==> config.mk <==
export PLATFORM = sky130hd
export DESIGN_NAME = strip_cluster_finder_filter_top
export DESIGN_NICKNAME = d
export VERILOG_FILES = /design/src/design/scff_pkg.sv /design/src/design/scff_hit.sv /design/src/design/scff_cluster.sv /design/src/design/scff_res_fifo.sv /design/src/design/strip_cluster_finder_filter_top.sv
export SDC_FILE = /design/constraint.sdc
export NUM_CORES = 2
export LEC_CHECK = 0
export BUFFER_PORTS_ARGS = -buffer_cell sky130_fd_sc_hd__buf_4
export CAP_MARGIN = 10
export CORE_UTILIZATION = 55
export DETAILED_ROUTE_END_ITERATION = 10
export PLACE_DENSITY_LB_ADDON = 0.12
export SYNTH_ARGS = -nofsm -noshare
export SYNTH_HDL_FRONTEND = slang
export SYNTH_SLANG_ARGS = --single-unit
==> constraint.sdc <==
create_clock -name clk -period 9.38 [get_ports clk]
set_input_delay 0.938 -clock clk [delete_from_list [all_inputs] [get_ports clk]]
set_output_delay 0.938 -clock clk [all_outputs]
set_load 0.05 [all_outputs]
==> src/design/scff_pkg.sv <==
package scff_pkg;

  // Block sizing
  localparam int NUM_STRIPS = 256;
  localparam int CUT_DEPTH  = 16;
  localparam int ADC_BITS   = 12;

  localparam int POS_W = $clog2(NUM_STRIPS);
  localparam int CUT_W = $clog2(CUT_DEPTH);

  // Field widths fixed by the stream format
  localparam int ADC_W     = 12;
  localparam int PED_W     = 16;
  localparam int SIG_W     = 12;
  localparam int CHG_W     = 16;
  localparam int PROD_W    = 20;
  localparam int IDX_W     = 4;
  localparam int SUM_W     = 24;
  localparam int SIZE_W    = 9;
  localparam int FIRST_W   = 8;
  localparam int NCLUS_W   = 8;
  localparam int MULT_W    = 8;
  localparam int EN_W      = 3;

  localparam logic [ADC_W-1:0] ADC_MASK = ADC_W'((33'd1 << ADC_BITS) - 33'd1);

  // Stream packing
  localparam int IN_FIELDS_W  = ADC_W + PED_W + SIG_W + IDX_W + SUM_W;
  localparam int IN_TDATA_W   = ((IN_FIELDS_W + 7) / 8) * 8;
  localparam int OUT_FIELDS_W = FIRST_W + SIZE_W + SUM_W + NCLUS_W;
  localparam int OUT_TDATA_W  = ((OUT_FIELDS_W + 7) / 8) * 8;

  // Configuration port
  localparam int CFG_ADDR_W = 3;
  localparam int CFG_DATA_W = 24;

  typedef enum logic [CFG_ADDR_W-1:0] {
    REG_HIT_MULT      = 3'd0,
    REG_CUT_ENABLES   = 3'd1,
    REG_SINGLET_MULT  = 3'd2,
    REG_DOUBLET_MULT  = 3'd3,
    REG_DOUBLET_FLOOR = 3'd4
  } cfg_reg_e;

  // Input item kinds, result kinds, cut enable bits
  localparam logic MODE_STRIP     = 1'b0;
  localparam logic MODE_CUT_WRITE = 1'b1;
  localparam logic KIND_CLUSTER   = 1'b0;
  localparam logic KIND_SUMMARY   = 1'b1;
  localparam int   EN_SINGLET     = 0;
  localparam int   EN_DOUBLET     = 1;
  localparam int   EN_CHARGE      = 2;

  // Result queue
  localparam int QDEPTH = 8;
  localparam int QPTR_W = $clog2(QDEPTH);
  localparam int QCNT_W = QPTR_W + 1;

  typedef struct packed {
    logic [MULT_W-1:0] hit_mult;
    logic [EN_W-1:0]   enables;
    logic [MULT_W-1:0] singlet_mult;
    logic [MULT_W-1:0] doublet_mult;
    logic [SUM_W-1:0]  doublet_floor;
  } cfg_t;

  typedef struct packed {
    logic              valid;
    logic              mode;
    logic              last_strip;
    logic              hit;
    logic [CHG_W-1:0]  charge;
    logic [SIG_W-1:0]  sigma;
    logic [IDX_W-1:0]  cut_index;
    logic [SUM_W-1:0]  cut_value;
  } strip_t;

  typedef struct packed {
    logic               kind;
    logic [FIRST_W-1:0] first_strip;
    logic [SIZE_W-1:0]  strip_count;
    logic [SUM_W-1:0]   total_charge;
    logic [NCLUS_W-1:0] cluster_count;
    logic               last_result;
  } result_t;

  typedef struct packed {
    logic    rec_valid;
    logic    sum_valid;
    result_t rec;
    result_t summ;
  } push_t;

endpackage

==> src/design/scff_hit.sv <==
module scff_hit
  import scff_pkg::*;
(
  input  logic                  clk,
  input  logic                  rst,
  input  logic                  in_transfer,
  input  logic [IN_TDATA_W-1:0] in_tdata,
  input  logic                  in_tuser,
  input  logic                  in_tlast,
  input  cfg_t                  cfg,
  output logic                  in_busy,
  output strip_t                strip
);

  // Input register
  logic                  in_valid;
  logic [IN_TDATA_W-1:0] in_data;
  logic                  in_mode;
  logic                  in_last;

  always_ff @(posedge clk) begin
    if (rst) begin
      in_valid <= 1'b0;
    end else begin
      in_valid <= in_transfer;
    end
    if (in_transfer) begin
      in_data <= in_tdata;
      in_mode <= in_tuser;
      in_last <= in_tlast;
    end
  end

  assign in_busy = in_valid;

  // Unpack and work out the strip charge and hit decision
  logic [ADC_W-1:0]  adc;
  logic [PED_W-1:0]  ped;
  logic [SIG_W-1:0]  sig;
  logic [IDX_W-1:0]  idx;
  logic [SUM_W-1:0]  val;
  logic [CHG_W-1:0]  adc16;
  logic [CHG_W-1:0]  charge;
  logic [PROD_W-1:0] lhs;
  logic [PROD_W-1:0] rhs;
  logic              hit;

  always_comb begin
    adc    = in_data[ADC_W-1:0] & ADC_MASK;
    ped    = in_data[ADC_W +: PED_W];
    sig    = in_data[ADC_W+PED_W +: SIG_W];
    idx    = in_data[ADC_W+PED_W+SIG_W +: IDX_W];
    val    = in_data[ADC_W+PED_W+SIG_W+IDX_W +: SUM_W];
    adc16  = {adc, 4'b0000};
    charge = adc16 - ped;
    lhs    = {charge, 4'b0000};
    rhs    = PROD_W'(cfg.hit_mult) * PROD_W'(sig);
    hit    = (adc16 > ped) && (lhs > rhs);
  end

  // Hit register
  always_ff @(posedge clk) begin
    if (rst) begin
      strip.valid <= 1'b0;
    end else begin
      strip.valid <= in_valid;
    end
    strip.mode       <= in_mode;
    strip.last_strip <= in_last;
    strip.hit        <= hit;
    strip.charge     <= charge;
    strip.sigma      <= sig;
    strip.cut_index  <= idx;
    strip.cut_value  <= val;
  end

endmodule

==> src/design/scff_cluster.sv <==
module scff_cluster
  import scff_pkg::*;
(
  input  logic   clk,
  input  logic   rst,
  input  cfg_t   cfg,
  input  strip_t strip,
  output push_t  push
);

  // Event and cluster state
  logic [POS_W-1:0]   pos, pos_next;
  logic               in_cluster, in_cluster_next;
  logic [POS_W-1:0]   start, start_next;
  logic [SIZE_W-1:0]  size, size_next;
  logic [SUM_W-1:0]   sum, sum_next;
  logic [CHG_W-1:0]   q0, q0_next, q1, q1_next;
  logic [SIG_W-1:0]   s0, s0_next, s1, s1_next;
  logic [NCLUS_W-1:0] kept, kept_next;
  logic [SUM_W-1:0]   cut_table [CUT_DEPTH];

  logic               strip_v;
  logic               tab_we;
  logic               ev_last;
  logic               active;
  logic               close;
  logic               keep;
  logic [SUM_W:0]     sum_ext;
  logic [CUT_W-1:0]   cut_sel;
  logic [PROD_W-1:0]  lhs0, lhs1, sgl_rhs, dbl_rhs0, dbl_rhs1;
  logic [CHG_W:0]     pair;
  logic               dbl_low;

  always_comb begin
    strip_v = strip.valid && (strip.mode == MODE_STRIP);
    tab_we  = strip.valid && (strip.mode == MODE_CUT_WRITE) &&
              (int'(strip.cut_index) < CUT_DEPTH);
    ev_last = strip.last_strip || (pos == POS_W'(NUM_STRIPS - 1));

    // Cluster growth on a hit strip
    in_cluster_next = in_cluster;
    start_next      = start;
    size_next       = size;
    sum_next        = sum;
    q0_next         = q0;
    q1_next         = q1;
    s0_next         = s0;
    s1_next         = s1;
    sum_ext         = {1'b0, sum} + {{(SUM_W+1-CHG_W){1'b0}}, strip.charge};
    if (strip_v && strip.hit) begin
      in_cluster_next = 1'b1;
      if (!in_cluster) begin
        start_next = pos;
        size_next  = SIZE_W'(1);
        sum_next   = SUM_W'(strip.charge);
        q0_next    = strip.charge;
        s0_next    = strip.sigma;
        q1_next    = '0;
        s1_next    = '0;
      end else begin
        if (size == SIZE_W'(1)) begin
          q1_next = strip.charge;
          s1_next = strip.sigma;
        end
        if (size != '1) begin
          size_next = size + SIZE_W'(1);
        end
        sum_next = sum_ext[SUM_W] ? '1 : sum_ext[SUM_W-1:0];
      end
    end

    // Filters on the cluster as it closes
    lhs0     = {q0_next, 4'b0000};
    lhs1     = {q1_next, 4'b0000};
    sgl_rhs  = PROD_W'(cfg.singlet_mult) * PROD_W'(s0_next);
    dbl_rhs0 = PROD_W'(cfg.doublet_mult) * PROD_W'(s0_next);
    dbl_rhs1 = PROD_W'(cfg.doublet_mult) * PROD_W'(s1_next);
    pair     = {1'b0, q0_next} + {1'b0, q1_next};
    dbl_low  = (lhs0 < dbl_rhs0) || (lhs1 < dbl_rhs1);
    cut_sel  = (int'(size_next) < CUT_DEPTH) ? CUT_W'(size_next) : CUT_W'(CUT_DEPTH - 1);
    keep     = 1'b1;
    if (cfg.enables[EN_SINGLET] && (size_next == SIZE_W'(1)) && !(lhs0 > sgl_rhs)) begin
      keep = 1'b0;
    end
    if (cfg.enables[EN_DOUBLET] && (size_next == SIZE_W'(2)) && dbl_low &&
        ({{(SUM_W-CHG_W-1){1'b0}}, pair} < cfg.doublet_floor)) begin
      keep = 1'b0;
    end
    if (cfg.enables[EN_CHARGE] && !(sum_next > cut_table[cut_sel])) begin
      keep = 1'b0;
    end

    active = in_cluster || strip.hit;
    close  = strip_v && active && (!strip.hit || ev_last);

    kept_next = kept;
    if (close) begin
      in_cluster_next = 1'b0;
      if (keep && (kept != '1)) begin
        kept_next = kept + NCLUS_W'(1);
      end
    end

    // Results
    push.rec_valid          = close && keep;
    push.rec.kind           = KIND_CLUSTER;
    push.rec.first_strip    = FIRST_W'(start_next);
    push.rec.strip_count    = size_next;
    push.rec.total_charge   = sum_next;
    push.rec.cluster_count  = '0;
    push.rec.last_result    = !ev_last;
    push.sum_valid          = strip_v && ev_last;
    push.summ.kind          = KIND_SUMMARY;
    push.summ.first_strip   = '0;
    push.summ.strip_count   = '0;
    push.summ.total_charge  = '0;
    push.summ.cluster_count = kept_next;
    push.summ.last_result   = 1'b1;

    // Position, cleared at event end
    pos_next = pos + POS_W'(1);
    if (ev_last) begin
      pos_next        = '0;
      in_cluster_next = 1'b0;
      start_next      = '0;
      size_next       = '0;
      sum_next        = '0;
      q0_next         = '0;
      q1_next         = '0;
      s0_next         = '0;
      s1_next         = '0;
      kept_next       = '0;
    end
  end

  always_ff @(posedge clk) begin
    if (rst) begin
      pos        <= '0;
      in_cluster <= 1'b0;
      start      <= '0;
      size       <= '0;
      sum        <= '0;
      q0         <= '0;
      q1         <= '0;
      s0         <= '0;
      s1         <= '0;
      kept       <= '0;
      for (int i = 0; i < CUT_DEPTH; i++) begin
        cut_table[i] <= '0;
      end
    end else begin
      if (strip_v) begin
        pos        <= pos_next;
        in_cluster <= in_cluster_next;
        start      <= start_next;
        size       <= size_next;
        sum        <= sum_next;
        q0         <= q0_next;
        q1         <= q1_next;
        s0         <= s0_next;
        s1         <= s1_next;
        kept       <= kept_next;
      end
      if (tab_we) begin
        cut_table[CUT_W'(strip.cut_index)] <= strip.cut_value;
      end
    end
  end

endmodule

==> src/design/scff_res_fifo.sv <==
module scff_res_fifo
  import scff_pkg::*;
(
  input  logic              clk,
  input  logic              rst,
  input  push_t             push,
  input  logic              m_tready,
  output logic              m_tvalid,
  output result_t           head,
  output logic [QCNT_W-1:0] count
);

  result_t           entries [QDEPTH];
  logic [QPTR_W-1:0] wr_ptr;
  logic [QPTR_W-1:0] rd_ptr;
  logic              first_v;
  logic              second_v;
  result_t           first_res;
  logic              pop;
  logic [QCNT_W-1:0] n_push;

  // Up to two results enter per cycle, one leaves when the output is taken
  always_comb begin
    first_v   = push.rec_valid || push.sum_valid;
    second_v  = push.rec_valid && push.sum_valid;
    first_res = push.rec_valid ? push.rec : push.summ;
    pop       = m_tvalid && m_tready;
    n_push    = QCNT_W'(first_v) + QCNT_W'(second_v);
  end

  assign m_tvalid = (count != '0);
  assign head     = entries[rd_ptr];

  always_ff @(posedge clk) begin
    if (rst) begin
      wr_ptr <= '0;
      rd_ptr <= '0;
      count  <= '0;
    end else begin
      wr_ptr <= wr_ptr + QPTR_W'(n_push);
      if (pop) begin
        rd_ptr <= rd_ptr + QPTR_W'(1);
      end
      count <= count + n_push - QCNT_W'(pop);
    end
    if (first_v) begin
      entries[wr_ptr] <= first_res;
    end
    if (second_v) begin
      entries[wr_ptr + QPTR_W'(1)] <= push.summ;
    end
  end

endmodule

==> src/design/strip_cluster_finder_filter_top.sv <==
// Path: input register, then hit register, then the result queue that drives the output.
// Throughput: one item per cycle while s_tready is high; results leave one per cycle
// from an 8-entry queue while m_tready is high. Input ready is held off when the queue
// cannot take two results for every item in flight. Reset: synchronous, active high;
// clears the config registers, valid flags, cut table, event state and the queue.
module strip_cluster_finder_filter_top
  import scff_pkg::*;
(
  input  logic                   clk,
  input  logic                   rst,
  // tdata: adc_raw[11:0], pedestal[27:12], noise_sigma[39:28],
  //        cut_index[43:40], cut_value[67:44], zero pad
  input  logic                   s_tvalid,
  output logic                   s_tready,
  input  logic [IN_TDATA_W-1:0]  s_tdata,
  input  logic                   s_tuser,   // mode
  input  logic                   s_tlast,   // last_strip
  // tdata: first_strip[7:0], strip_count[16:8], total_charge[40:17],
  //        cluster_count[48:41], zero pad
  output logic                   m_tvalid,
  input  logic                   m_tready,
  output logic [OUT_TDATA_W-1:0] m_tdata,
  output logic                   m_tuser,   // kind
  output logic                   m_tlast,   // last_result
  input  logic                   cfg_we,
  input  logic [CFG_ADDR_W-1:0]  cfg_addr,
  input  logic [CFG_DATA_W-1:0]  cfg_wdata
);

  cfg_t              cfg;
  strip_t            strip;
  push_t             push;
  result_t           head;
  logic [QCNT_W-1:0] count;
  logic              in_busy;
  logic [QCNT_W:0]   reserve;
  logic              in_transfer;

  // Configuration registers
  always_ff @(posedge clk) begin
    if (rst) begin
      cfg <= '0;
    end else if (cfg_we) begin
      unique case (cfg_reg_e'(cfg_addr))
        REG_HIT_MULT:      cfg.hit_mult      <= cfg_wdata[MULT_W-1:0];
        REG_CUT_ENABLES:   cfg.enables       <= cfg_wdata[EN_W-1:0];
        REG_SINGLET_MULT:  cfg.singlet_mult  <= cfg_wdata[MULT_W-1:0];
        REG_DOUBLET_MULT:  cfg.doublet_mult  <= cfg_wdata[MULT_W-1:0];
        REG_DOUBLET_FLOOR: cfg.doublet_floor <= cfg_wdata[SUM_W-1:0];
        default: ;
      endcase
    end
  end

  // Room for two results per item in flight plus the one arriving
  always_comb begin
    reserve = {1'b0, count} + (QCNT_W+1)'(2) * ((QCNT_W+1)'(in_busy) + (QCNT_W+1)'(strip.valid));
    s_tready = (reserve <= (QCNT_W+1)'(QDEPTH - 2));
    in_transfer = s_tvalid && s_tready;
  end

  scff_hit u_hit (
    .clk         (clk),
    .rst         (rst),
    .in_transfer (in_transfer),
    .in_tdata    (s_tdata),
    .in_tuser    (s_tuser),
    .in_tlast    (s_tlast),
    .cfg         (cfg),
    .in_busy     (in_busy),
    .strip       (strip)
  );

  scff_cluster u_cluster (
    .clk   (clk),
    .rst   (rst),
    .cfg   (cfg),
    .strip (strip),
    .push  (push)
  );

  scff_res_fifo u_fifo (
    .clk      (clk),
    .rst      (rst),
    .push     (push),
    .m_tready (m_tready),
    .m_tvalid (m_tvalid),
    .head     (head),
    .count    (count)
  );

  // Output packing
  assign m_tdata = {{(OUT_TDATA_W-OUT_FIELDS_W){1'b0}}, head.cluster_count,
                    head.total_charge, head.strip_count, head.first_strip};
  assign m_tuser = head.kind;
  assign m_tlast = head.last_result;

endmodule

==> flow_summary.toml <==
[timing]
final.period_utilization = 0.9601
fin_skew_ps = 38.92
max_freq_mhz = 111.0
worst_slew_pin_slew_ps = 1132
maxSlewHeadroom = 0.2405
final_max_slew_viol_count = 0
final.min_clock_period_ps = 9006
layout_setup_ws_ps = 374.0
setup_viol = 0
finalHoldViolCount = 0

[setup_path]
critPathMaxStageDelay_ps = 560
critPathCaptureType = "flip-flop"
cp.required_ps = 10020
crit_family = "simple AND/OR/NAND/NOR gates"
cp.arrival_ps = 9650
cp_max_fo = 18
cp_slowest_cell = "or4bb_1"
critPathKind = "flip-flop to flip-flop"
start_kind = "flip-flop"
path_buf_inv = 7
cpMostUsedCell = "fa_1"

[grt]
gr-total-overflow = 0
grt_usage = 0.3044
use_met1 = 0.4084
grt_max_degree = 71
grt_pass1_vias = 45110
grt_first_pass_wirelength_mm = 264.3
use_met2 = 0.5174
use_met3 = 0.03950
grt_most_used_layer = "met2"
antenna_found_initial = 5

[routing]
drt_iter0_drc = 3878
drtPass1Iterations = 6
via_per_inst = 5.908
drc = 0
via_count = 45260
wl_per_cell_um = 22.36
drt-total-wl_mm = 171.3
postRouteAntennaNets = 0

[logic_synthesis]
netlist_instances = 5973
yosysWarnings = 0
ys_seq_elements = 1101
synth_edf_count = 518
yosysSeqAreaShare = 0.4431
ys_types = 90
synth_flop_cell = "dfxtp_1"
syn_area_mm2 = 0.06145
syn_avg_cell_area_um2 = 10.29
async_reset_ff_frac = 0

[power]
combinationalPowerShare = 0.119
p_clk_frac = 0.404
design_power_total_mw = 11.67
p_leak_nw = 28.65
netSwitchingPower_mw = 3.176
p_sw_frac = 0.2720
p_int_mw = 8.499
powerDensity_mw_per_mm2 = 169.3
pwr-share-seq = 0.477
vdd_drop_max_v = 0.0001962

[layout]
layout_commonest_cell = "nand2_1"
layout.cells.non_filler = 7662
fillers = 9032
final_cell_mix = "nand2_1 (801), and2_1 (605), dfxtp_1 (580)"
multi_input_area_mm2 = 0.03195
antenna-diode-count = 0
utilization = 0.6232
layout.nets = 6753
syn_to_final_growth_pct = 12.23
final_layout_size_suffix_gt1_frac = 0.1284
regArea_mm2 = 0.02723

[floorplanning]
die_w_um = 336.3
core_area_mm2 = 0.1107
ios = 166
die_y_um = 336.3
rows = 122
initial_utilization = 0.5553
die_area_mm2 = 0.1131

[cts]
clock_latency_ps = 730
root_buffer = "clkbuf_16"
cts_buffer_depth = 3
cts_tree = "yes"
cts_buffers = 114
htreeDepth = 3
cts.sinks = 1101
cts_hold_buffers = 0
cts.clk_slew.worst_paths_ps = 60

[placed_design]
io_buffers = 154
dp_hpwl_mm = 114.7
gp_congestion = 0.8920
pre_cts_ws_ps = -148.5
dpl.cell_count = 7429

[hold_path]
min_path_type = "flip-flop to flip-flop"

[job]
cap_violations = 0

[run_status]
outcome = "completed"
==> through the flow <==
| step | TNS [ps] | cell area (um2) | hold WS, ps |
|---|---|---|---|
| after detailed placement | -7096 | 64620 | 326.9 |
| final | 0 | 68970 | 338.8 |
| after global routing | -19.98 | 68970 | 351.1 |
| after global placement | 0 | 64620 | 324.3 |
| after CTS | 0 | 68590 | 335.1 |
| after floorplan | 0 | 61490 | 323.3 |
==> logic make-up after synthesis <==
kind of cell | synth area share
AO/OA/AOI/OAI | 0.1232
XOR/XNOR | 0.01696
adder cells (fa/ha/maj) | 0.1466
buffers and inverters | 0.04463
flip-flops | 0.4431
multiplexers | 0.06526
other | 0.00006103
AND/OR/NAND/NOR | 0.1602
==> metal layers <==
metal | vias up | wire length (um)
met1 | 22540 | 72710
met4 | 4 | 4480
met2 | 1517 | 83200
met3 | 267 | 10890
li1 | 20940 | -
met5 | - | 34
==> worst reg2reg max path: cells and delay by family (launching register included) <==
family | cells | cell delay, ps
AO/OA/AOI/OAI | 9 | 1970
adder cells (fa/ha/maj) | 8 | 2910
buffers and inverters | 7 | 710
flip-flops | 1 | 350
AND/OR/NAND/NOR | 14 | 2930
XOR/XNOR | 1 | 80
==> power groups by stage <==
stage	registers (mW)	clock network, mW	logic [mW]
after floorplan	5.44	0	1.03
after global placement	5.66	0	1.34
after detailed placement	5.67	0	1.36
after CTS	5.57	4.77	1.37
after global routing	5.59	4.96	1.50
final	5.57	4.72	1.39
==> cell type report <==
class	count	area share
tap	1488	0.02700
inverter	359	0.01965
clock inverter	58	0.008708
multi-input combinational	4171	0.4633
timing repair buffer	327	0.03823
clock buffer	158	0.04820
sequential	1101	0.3949
==> synth_stat cells, types with 36 or more instances <==
cell type | number | area share
nand3_1 | 67 | 0.0055
ha_1 | 328 | 0.067
xnor2_1 | 56 | 0.0080
mux2_2 | 53 | 0.0097
nor3_1 | 52 | 0.0042
and2_1 | 608 | 0.062
a22oi_1 | 94 | 0.011
a22o_1 | 111 | 0.016
dfxtp_1 | 583 | 0.19
fa_1 | 245 | 0.080
nand2_1 | 805 | 0.049
mux4_2 | 102 | 0.037
edfxtp_1 | 518 | 0.25
nor2_1 | 296 | 0.018
o21ai_0 | 375 | 0.031
clkbuf_1 | 289 | 0.018
a21oi_1 | 293 | 0.024
a21o_1 | 51 | 0.0062
inv_1 | 358 | 0.022
mux2i_1 | 110 | 0.018
a211oi_1 | 36 | 0.0044
xor2_1 | 63 | 0.0090
==> state kept, by name, indices dropped and copies added (netlist names), named ones only <==
signal,cells
u_cluster.start,8
u_fifo.wr_ptr,3
u_hit.in_data,68
u_hit.strip,60
u_cluster.q1,16
u_cluster.size,9
u_cluster.kept,8
u_hit.in_busy,1
u_cluster.s0,12
u_cluster.cut_table,384
cfg,51
u_fifo.entries,408
u_cluster.s1,12
u_hit.in_mode,1
u_cluster.sum,24
u_cluster.q0,16
u_fifo.rd_ptr,3
u_cluster.in_cluster,1
u_fifo.count,4
u_cluster.pos,8
u_hit.in_last,1
==> final timing paths <==
path                           from                     to  slack [ps]  cells after the start
setup / recovery  u_cluster.size[0]  u_fifo.entries[4][21]         370                     39
hold / removal    u_hit.in_data[60]        u_hit.strip[16]         340                      0
setup reg to reg  u_cluster.size[0]  u_fifo.entries[4][21]         370                     39
hold reg to reg   u_hit.in_data[60]        u_hit.strip[16]         340                      0
==> repair_timing <==
| action | 4_1_cts | 5_1_grt |
|---|---|---|
| gates cloned | 0 | 1 |
| pin swaps | 0 | 23 |
| endpoints found under the hold margin | 0 | 0 |
| gates resized for setup | 10 | 49 |
| endpoints found under the setup margin | 152 | 476 |
| buffers inserted | 0 | 16 |
Note: power is estimated with default switching activity, not from simulation.
